### config.mk
export PLATFORM = sky130hd
export DESIGN_NAME = sktl_cell
export DESIGN_NICKNAME = d
export VERILOG_FILES = /design/src/rtl/core/sktl_pkg.sv /design/src/rtl/core/sktl_cell.sv
export SDC_FILE = /design/constraint.sdc
export NUM_CORES = 1
export LEC_CHECK = 0
export ABC_AREA = 1
export BUFFER_PORTS_ARGS = -buffer_cell sky130_fd_sc_hd__buf_2
export CAP_MARGIN = 20
export CORE_MARGIN = 2
export CORE_UTILIZATION = 47
export CTS_CLUSTER_SIZE = 14
export DETAILED_ROUTE_END_ITERATION = 16
export PLACE_DENSITY_LB_ADDON = 0.12
export SLEW_MARGIN = 20
export SYNTH_ARGS = -nofsm -noshare
export SYNTH_HDL_FRONTEND = slang
export SYNTH_SLANG_ARGS = --single-unit
### constraint.sdc
create_clock -name clk -period 3.01 [get_ports clk]
set_input_delay 0.1505 -clock clk [delete_from_list [all_inputs] [get_ports clk]]
set_output_delay 0.1505 -clock clk [all_outputs]
set_load 0.005 [all_outputs]
### src/rtl/core/sktl_pkg.sv
package sktl_pkg;

  localparam int CAPACITY = 1024;
  localparam int CNT_W    = $clog2(CAPACITY + 1);
  localparam int KEY_W    = 64;
  localparam int CAT_W    = 8;
  localparam int OUT_CNT_W = 11;

  typedef enum logic {
    ACT_INSERT = 1'b0,
    ACT_LOOKUP = 1'b1
  } sktl_action_t;

  typedef struct packed {
    logic             action;
    logic [KEY_W-1:0] key;
    logic [CAT_W-1:0] category;
  } sktl_in_t;

  typedef struct packed {
    logic                 accepted;
    logic                 found;
    logic [CAT_W-1:0]     found_category;
    logic [OUT_CNT_W-1:0] entry_count;
  } sktl_out_t;

  typedef enum logic [1:0] {
    ST_IDLE,
    ST_CMP,
    ST_APPLY
  } sktl_state_t;

  // broadcast to every cell of the chain
  typedef struct packed {
    logic             cmp_en;
    logic             shift_en;
    logic [KEY_W-1:0] key;
    logic [CAT_W-1:0] category;
  } sktl_cmd_t;

endpackage

### src/rtl/core/sktl_cell.sv
module sktl_cell (
  input  logic                          clk,
  input  logic                          rst_n,
  input  sktl_pkg::sktl_cmd_t           cmd,
  input  logic                          left_gt,
  input  logic                          left_valid,
  input  logic [sktl_pkg::KEY_W-1:0]    left_key,
  input  logic [sktl_pkg::CAT_W-1:0]    left_cat,
  output logic                          gt,
  output logic                          eq,
  output logic                          valid,
  output logic [sktl_pkg::KEY_W-1:0]    key,
  output logic [sktl_pkg::CAT_W-1:0]    cat
);
  import sktl_pkg::*;

  logic             gt_r;
  logic             eq_r;
  logic             valid_r;
  logic [KEY_W-1:0] key_r;
  logic [CAT_W-1:0] cat_r;

  // an empty cell counts as holding a key above everything
  always_ff @(posedge clk) begin
    if (!rst_n) begin
      gt_r    <= 1'b0;
      eq_r    <= 1'b0;
      valid_r <= 1'b0;
    end else begin
      if (cmd.cmp_en) begin
        gt_r <= !valid_r || (key_r > cmd.key);
        eq_r <= valid_r && (key_r == cmd.key);
      end
      if (cmd.shift_en && gt_r) begin
        valid_r <= left_gt ? left_valid : 1'b1;
      end
    end
  end

  // cells above the insertion point take their left neighbor's entry
  always_ff @(posedge clk) begin
    if (cmd.shift_en && gt_r) begin
      key_r <= left_gt ? left_key : cmd.key;
      cat_r <= left_gt ? left_cat : cmd.category;
    end
  end

  assign gt    = gt_r;
  assign eq    = eq_r;
  assign valid = valid_r;
  assign key   = key_r;
  assign cat   = cat_r;

endmodule

; Word level (Yosys, flattened, before mapping)
; Cells that the tools add are included.
[totals]
reg_bits = 75
out_inout_bits = 75
word_cells = 14
[classes]
magnitude_cmp = 1
eq_ne = 1
mux = 3
reduce_logical = 4
[op_table]
columns = operator, count
row1 = $eq 64x64->1, 1
row2 = $gt 64x64->1, 1
row3 = $mux 64, 1
row4 = $mux 8, 1
row5 = $logic_and 1x1->1, 2
row6 = $logic_not 1->1, 1
row7 = $logic_or 1x1->1, 1
row8 = $mux 1, 1

; Logic depth before layout (Yosys ltp)
; Gate-level depths: netlist of the first run.
[depth]
word_depth = 2
ltp_mapped = 15
depth_no_buf = 15

; Worst setup path after synthesis of the first run
; OpenSTA, ideal clock, no wires.
[synth_timing]
path_kind = register -> register
from = register gt_r (netlist: gt)
to = register cat_r[0] (netlist: cat[0]) (enable)
arrival_time_ps = 1834
path_slack_ps = 749
stages_incl_launch_ff = 3
path_buffers = 0
synth_period_minus_slack_ps = 2261
cell_sequence = dfxtp_1 nand2_1 inv_1
[synth_between]
elab_chain_cells = 1
[synth_lines]
columns = item, line_no
row1 = from (decl), sktl_cell.sv:17  ; logic gt_r;
row2 = from (signal assigned), sktl_cell.sv:31  ; gt_r <= !valid_r || (key_r > cmd.key);
row3 = $logic_and 1x1->1, sktl_cell.sv:42  ; if (cmd.shift_en && gt_r) begin
row4 = to (signal assigned), sktl_cell.sv:44  ; cat_r <= left_gt ? left_cat : cmd.category;
row5 = to (decl), sktl_cell.sv:21  ; logic [CAT_W-1:0] cat_r;
; Every way passes these cells.
; A chain may end at the register's enable or synchronous reset.

; Worst setup path in the final report of the first run
[layout_timing]
from = register gt_r (netlist: gt)
to = register key_r[19] (netlist: key[19]) (enable)
[layout_between]
elab_chain_cells = 1
[layout_lines]
columns = item, line_no
row1 = $logic_and 1x1->1, sktl_cell.sv:42
row2 = to (signal assigned), sktl_cell.sv:43  ; key_r <= left_gt ? left_key : cmd.key;
row3 = to (decl), sktl_cell.sv:20  ; logic [KEY_W-1:0] key_r;
; Every way passes these cells.

==> results of run 1 <==
[cell usage in the layout (no fill, tap or decap), types with 5 or more instances in the layout]
cell	synthesis	layout
sky130_fd_sc_hd__buf_2	7	223
sky130_fd_sc_hd__nand2_1	156	156
sky130_fd_sc_hd__inv_1	78	77
sky130_fd_sc_hd__edfxtp_1	72	72
sky130_fd_sc_hd__ha_1	64	64
sky130_fd_sc_hd__o21ai_1	55	55
sky130_fd_sc_hd__a21oi_1	28	28
sky130_fd_sc_hd__nor2_1	18	18
sky130_fd_sc_hd__o21ai_0	16	16
sky130_fd_sc_hd__clkbuf_8	0	9
sky130_fd_sc_hd__inv_2	4	5
sky130_fd_sc_hd__nand3_1	5	5
[stage by stage]
stage | power [mW] | cell area, µm² | setup WS (ns)
detailed placement | 1.714 | 6033 | 1.303
floorplan | 1.505 | 4753 | 0.7493
global route | 2.741 | 6264 | 1.208
global placement | 1.699 | 6033 | 1.348
finish | 2.608 | 6264 | 1.320
CTS | 2.631 | 6264 | 1.278
[layer usage]
metal | wire length (µm) | GRT usage (%)
met1 | 5155 | 27.48
met2 | 5898 | 37.63
met3 | 668 | 4.928
met4 | 193 | 6.853
met5 | 0 | 0
[state kept, by name (all words and copies together), names as in the netlist]
| name | count |
|---|---|
| cat | 8 |
| eq | 1 |
| gt | 1 |
| key | 64 |
| valid | 1 |
[power by group through the flow]
stage	Sequential [mW]	Combinational (mW)	Clock, mW
global route	1.23	0.530	0.977
floorplan	1.26	0.248	0
detailed placement	1.25	0.462	0
global placement	1.25	0.449	0
CTS	1.23	0.467	0.936
finish	1.23	0.460	0.919
[area by class of cell]
class / count / share of cell area, %
well taps: 133 / 2.657
inverters: 82 / 4.914
multi-input cells: 365 / 34.46
repair buffers: 228 / 18.82
clock buffers: 9 / 1.978
flip-flops and latches: 75 / 35.48
clock inverters: 7 / 1.698
[path summary, 6_finish.rpt]
| kind | startpoint | endpoint | slack [ns] | depth (start not counted) |
|---|---|---|---|---|
| setup / recovery | gt$_SDFFE_PN0P_ | key[19]$_DFFE_PP_ | 1.32 | 3 |
| hold / removal | left_valid | valid$_SDFFE_PN0P_ | 0.03 | 3 |
| setup reg to reg | gt$_SDFFE_PN0P_ | key[19]$_DFFE_PP_ | 1.32 | 3 |
| hold reg to reg | eq$_SDFFE_PN0P_ | eq$_SDFFE_PN0P_ | 0.49 | 2 |
[cell usage after synthesis, types with 3 or more instances]
library cell and n:
sky130_fd_sc_hd__clkbuf_1 5, sky130_fd_sc_hd__nand2_1 156, sky130_fd_sc_hd__buf_1 3, sky130_fd_sc_hd__ha_1 64, sky130_fd_sc_hd__o21a_1 3, sky130_fd_sc_hd__buf_2 7
sky130_fd_sc_hd__o21ai_0 16, sky130_fd_sc_hd__edfxtp_1 72, sky130_fd_sc_hd__nor2_1 18, sky130_fd_sc_hd__nand4_1 3, sky130_fd_sc_hd__nor3_1 3, sky130_fd_sc_hd__dfxtp_1 3
sky130_fd_sc_hd__a21oi_1 28, sky130_fd_sc_hd__inv_1 78, sky130_fd_sc_hd__nand3_1 5, sky130_fd_sc_hd__o21ai_1 55, sky130_fd_sc_hd__inv_2 4, sky130_fd_sc_hd__nand3_2 4
[logic make-up after synthesis]
kind of cell / synth area share, %
AND/OR/NAND/NOR: 17.14
adder cells (fa/ha/maj): 16.85
buffers and inverters: 7.844
AO/OA/AOI/OAI: 11.42
flip-flops: 46.75
[critical path, delay by kind of cell (launching register included)]
kind                   cells  cell delay [ns]
DFF                        1             0.35
buffers and inverters      2             0.94
and+or+nand+nor            1             0.09
==> reports/summary.md, run 1 <==
For the number of buffers created by CTS, the log shows 9. The portion of the clock cycle consumed by the worst path in the final layout came out at 56.15%. Yosys printed 0 warnings. The post-cts sizing count was 0.

Once detailed placement completed, the half-perimeter wirelength came to 9.479 mm. The initial utilization of the core area, before any placement, comes to 48.63%. Pin placement for this block handled 225 I/O pins. Hold is met by 0.03360 ns.

In the global route stage, overall resource usage came out at 21.93%. In this run, the number of DRC markers left after iteration 0 of detailed routing was 199. Clock-pin slew was measured on the worst setup and hold paths at 0.08 ns. After detailed routing, the number of vias per cell comes to 4.842.

Per report_power, the clock group accounts for 35.3% of the total. The die outline area came out at 0.01093 mm². The filler cell count was 888; the net count of the mapped netlist was 751.

The first detailed-routing pass ran for 4 iterations. The tightest min-delay check is of the input port to flop type. Number of standard cells after synthesis: 537. The synthesized design devotes to its leading area cell type 45.49% of total area. TritonCTS built the clock tree.

Once the clock tree was built, the setup fixing pass inserted 0 buffers. The synthesized design contains 72 enable-type register cells. For the worst setup path, the data arrival time is 1.73 ns. The largest stage delay on the critical path was 0.60 ns. STA classifies the critical path endpoint as a flop. Summed over all layers, the global routing overflow is 0. The H-tree was split into 3 levels. Via count of the first global-routing pass: 4234. In the routed design, unresolved DRC markers number 0. The standby leakage power was 3.249 nW. The final weighted congestion in routability-driven placement is 0.8376, and the maximum fanout encountered on the critical timing path is 35. Entering global routing, the biggest net connects 65 pins. On the final layout, the worst clock skew is 0.009445 ns.

In the post-synthesis netlist, the biggest area contributors are sky130_fd_sc_hd__edfxtp_1 (45%), sky130_fd_sc_hd__ha_1 (17%), sky130_fd_sc_hd__nand2_1 (12%). Based on the critical path, the design can be clocked at up to 591.7 MHz. The switching part of the total was 24.96%.

The largest individual stage delay along the critical path comes from the cell sky130_fd_sc_hd__inv_2. The mapped netlist covers 0.004753 mm². Excluding fillers, the count of instances in the completed layout stands at 899. For this run, the register share of the synthesized area comes to 46.75%. Internal power comes to 1.957 mW.

Setup repair after global routing left no endpoint under its margin. The tools report the startpoint kind of the worst setup timing path as a flop. Clock tree synthesis found a total of 75 sinks. After detailed placement, the design holds a cell count of 883. Setup total negative slack on the finished layout was measured at 0 ns. The share of the core filled with cells in the final layout is 64.08%. Registers are responsible for 47.1% of the overall power. The tools report the register cell area after layout as 0.002222 mm². The total area of multi-input combinational cells was 0.002158 mm². Setup violations remaining at the end of the flow were counted as 0. Buffers placed on the I/O ports in this run total 224. IR analysis of the VDD net gives a maximum drop of 0.0002525 V. Detailed routing inserted a total of 4353 vias. The tree is rooted in a sky130_fd_sc_hd__clkbuf_8. The number of antenna diodes in the final layout is 0. The count of nets after finishing came out at 975. The flow ran to the end, and the final reports show no timing, DRC or antenna violations. The wire length of the first global-routing pass was 19.24 mm.

The post-synthesis register bit count was 75. The routed length per placed instance was 13.25 µm; the share of flip-flops with an asynchronous set or reset was 0%. Cell taking the most area after synthesis: sky130_fd_sc_hd__edfxtp_1.

The die width was 104.6 µm; the post-synthesis area per instance was 8.852 µm². The distinct cell type count of the synthesized netlist is 26, and the die height is 104.6 µm. The routed design has 11.92 mm of wire. The max-slew violation count was 0.

The run gives 36 as the number of placement rows. The worst setup path is of the flop to flop kind. The run gives 0 as the number of nets with antenna violations after detailed routing. Summed over all nets, the switching power comes to 0.6509 mW. Among all flip-flop cells after synthesis, the most frequent one is sky130_fd_sc_hd__edfxtp_1.

Cells with a size suffix above 1 make up 33.68% of the layout. The number of endpoints with negative hold slack in the final report was 0. The share of power burned in combinational logic came out at 17.6%. The run gives 0.35 ns as the later-pin clock latency in the skew report. The worst endpoint required time is 3.05 ns, and the shortest clock period the worst path allows after layout is 1.690 ns. The number of antenna violations at the first check in global routing is 0.

No sink is reached through more buffers than the 2 on the longest clock path. At the pin with the least slew margin, the transition time is 0.8096 ns. The number of hold buffers added after CTS was 0. Dividing total power by cell area gives a power density of 416.4 mW/mm². For the worst slew margin relative to its limit, the log shows 45.95%.

The area growth from synthesis to layout is 31.77%. Traced cell by cell, the critical path runs through nand2_1 > inv_2 > buf_4. After floorplanning, the core was sized to cover 0.009774 mm². Across the run, the number of max-cap violations was 0.
Power figures use the tool's default switching activity.
==> run 2, diff against run 1 <==
ABC_AREA = 0   (was 1)
clock period = 1.6 ns   (was 3.01 ns; I/O delays follow)
==> reports/summary.md, run 2 <==
In the synthesized netlist the dominant register cell turns out to be sky130_fd_sc_hd__edfxtp_1. The floorplan step defined a core boundary enclosing 0.009684 mm². The flow ran to the end, but the final reports show violations. The biggest area contributor in the post-synthesis netlist is sky130_fd_sc_hd__edfxtp_1. Setup repair after global routing could not meet its margin everywhere. Highest attainable clock frequency: 491.8 MHz. By startpoint and endpoint, the worst setup path is classified as flop to flop. In the final design database the tool counted 966 nets. VDD sags by at most 0.0005176 V.

The clock net in this run drives a total of 75 sinks. The tools report the number of detailed-routing iterations run before antenna repair as 4. The post-synthesis sequential area ratio is 47.86%. The tools report the final clock skew as 0.006862 ns.

The type of element capturing the critical path is a flop. For the post-detailed-route DRC marker count, the log shows 0. The H-tree was split into 3 levels. A synthesized cell averages 10.05 µm². Most common library cell in the layout ignoring fill and taps: sky130_fd_sc_hd__buf_2. The worst endpoint required time came out at 1.85 ns. The via count of the first global-routing pass is 4351. The most critical setup path has its startpoint at key[62]$_DFFE_PP_. The repair_antennas step left the layout with diodes totalling 0. The worst setup path is launched from a flop. The filler cell count is 780, and the detail-routed via count per cell is 4.969.

After synthesis the netlist holds a flip-flop and latch count of 75. The number of standard cells after synthesis came out at 462. The critical path endpoint was gt$_SDFFE_PN0P_. No sink is reached through more buffers than the 2 on the longest clock path. The routed length per placed instance works out to 14.36 µm. Of all flip-flops after synthesis, the portion carrying an async set or reset was 0%.

The capturing point of the worst reg2reg path was gt$_SDFFE_PN0P_. The cell chosen for the clock root was sky130_fd_sc_hd__clkbuf_8. The logs give 4.906% for the global routing usage on met3 and 9 for the number of buffers created by CTS. The tools report the final weighted congestion in routability-driven placement as 0.8476. Entering global routing, the biggest net connects 38 pins.

The synthesized netlist occupies a cell area of 0.004643 mm². The total routed wirelength is 12.78 mm. The wire-length estimate of the detail-placed layout is 9.942 mm. Counting flops with a built-in enable in the synthesized netlist gives 72. The reg2reg setup slack was -0.43 ns; the leftover overflow at the end of global routing was 0. For the pin with the worst max-slew slack, the measured transition is 0.3566 ns. For this design the top-level I/O count stands at 225.

The logs give 19.17 mm for the wire length of the first global-routing pass and 136 for the initial detailed-routing violation count. At the worst endpoint, the arrival time is 2.29 ns. In the global route stage, met2 resource usage came out at 42.83%.

Number of antenna violations at the first check in global routing: 0. The initial core utilization was 47.95%; the standby leakage power was 3.359 nW. For the number of nets with antenna violations after detailed routing, the log shows 0. After layout, the worst path uses 127.1% of the clock period.

The top-area cell type share of the netlist area was 46.56%. The worst flop-to-flop path startpoint is key[62]$_DFFE_PP_. For the worst-skew pair, the clock arrives at the later sink with an insertion delay of 0.36 ns. By area the synthesized netlist is led by sky130_fd_sc_hd__edfxtp_1 (47%), sky130_fd_sc_hd__ha_1 (17%), sky130_fd_sc_hd__o21ai_0 (7.1%). Startpoint of the most critical hold path: left_key[9]. Die height: 103.4 µm.

Synthesis instantiated 39 different standard cells from the library. The clock edge transition at the registers on the reported setup and hold paths is 0.08 ns. Measured in cells, the most critical reg-to-reg path has a length of 7.

The share of cells above drive strength 1 came out at 40.69%. Most repeated cell in the gate-level netlist after synthesis: sky130_fd_sc_hd__nand2_1. The worst hold-check path type was input port to flop. The maximum fanout encountered on the critical timing path was 3.

After synthesis, the most frequently instantiated cells are sky130_fd_sc_hd__nand2_1 (79), sky130_fd_sc_hd__edfxtp_1 (72), sky130_fd_sc_hd__inv_1 (66), sky130_fd_sc_hd__o21ai_0 (66), sky130_fd_sc_hd__ha_1 (64). Global routing used 23.38% of the available tracks. The tool flagged a number of max-cap violations equal to 0. The detailed router placed 4422 vias in this run. Headroom to the max-slew limit came out at 76.05%. The worst path needs 2.033 ns of the cycle, external delays included. The number of endpoints with negative hold slack in the final report is 0, and the total of buffers placed on input and output ports is 224. The tools report the setup slack after layout as -0.4335 ns. Die outline area: 0.01069 mm².

TritonCTS built the clock tree. The most crowded layer after global routing is met2. Setup violations remaining at the end of the flow were counted as 2. Dividing total power by cell area gives a power density of 690.3 mW/mm². In the layout the commonest cells are sky130_fd_sc_hd__buf_2 (223), sky130_fd_sc_hd__nand2_1 (79), sky130_fd_sc_hd__edfxtp_1 (72). The total power consumption of the routed design came out at 4.653 mW. The area growth from synthesis to layout is 45.16%. The run gives 676 as the net count of the mapped netlist. The met1 routing resource usage after global routing came out at 26.41%. The synthesis warning total was 0; the flip-flop count of the largest register, all copies and words added was 64.

The run gives 0 as the max-slew violation count. The pre-CTS setup slack was -0.4668 ns; the die width was 103.4 µm. The run gives 36 as the number of placement rows. The checks that failed: setup timing.
[run 2: what timing repair did]
action                     4_1_cts  5_1_grt
hold buffers                    20        0
setup buffers                    1        0
setup endpoints to repair        2        2
resized for setup                4        0
hold endpoints to repair        21        0
pin swaps                        1        0
[run 2: logic make-up after synthesis]
kind of cell,count (synthesis),synth area share [%]
compound gates,114,13.82
buf+inv,81,6.548
fa+ha+maj,64,17.25
flops,75,47.86
mux,9,2.183
simple gates,119,12.34
[run 2: critical path: stages (launching register included)]
cell and delay [ns]:
sky130_fd_sc_hd__edfxtp_1 0.44, sky130_fd_sc_hd__ha_4 0.30, sky130_fd_sc_hd__nand4_1 0.12, sky130_fd_sc_hd__or3_4 0.38
sky130_fd_sc_hd__nor3_4 0.16, sky130_fd_sc_hd__nand4_1 0.16, sky130_fd_sc_hd__or2_1 0.27, sky130_fd_sc_hd__o211a_1 0.11
[run 2: cell type report]
class / count / area, µm² / area share, %
tap: 133 / 166.4 / 2.469
clock buffer: 14 / 162.7 / 2.413
inverter: 66 / 247.7 / 3.676
clock inverter: 2 / 10.01 / 0.1485
timing repair buffer: 294 / 1762 / 26.14
multi-input combinational: 306 / 2170 / 32.19
sequential: 75 / 2222 / 32.97
[run 2: routing by layer]
layer | wire, µm | up-vias
li1 | - | 2220
met1 | 5207 | 2024
met2 | 6543 | 162
met5 | 0 | -
met4 | 221 | 0
met3 | 804 | 16
[run 2: how the worst min path moves through the flow]
stage / to / slack (ns) / cells past startpoint
2_1_floorplan: valid$_SDFFE_PN0P_ / 0.21 / 1
3_3_place_gp: valid$_SDFFE_PN0P_ / 0.35 / 2
3_5_place_dp: valid$_SDFFE_PN0P_ / 0.35 / 2
4_1_cts: key[9]$_DFFE_PP_ / 0.0002 / 3
5_1_grt: key[55]$_DFFE_PP_ / 0.009 / 3
6_report: key[9]$_DFFE_PP_ / 0.004 / 3
[run 2: power by group]
group / internal (mW) / switching [mW] / total, mW
registers: 2.27 / 0.0441 / 2.31
logic: 0.505 / 0.472 / 0.977
clock network: 0.647 / 0.718 / 1.36
[run 2: through the flow]
step / instance area [µm²] / hold WS, ns / TNS (ns) / utilization [%] / instances
6_report: 6740 / 0.003779 / -0.8304 / 69.60 / 890
3_5_place_dp: 6335 / 0.3548 / -0.8455 / 65.41 / 853
4_1_cts: 6740 / 0.0001834 / -0.8064 / 69.60 / 890
5_1_grt: 6740 / 0.009277 / -0.9757 / 69.60 / 890
2_1_floorplan: 4671 / 0.2134 / -0.4611 / - / 462
3_3_place_gp: 6335 / 0.3451 / -0.6726 / 65.41 / 853
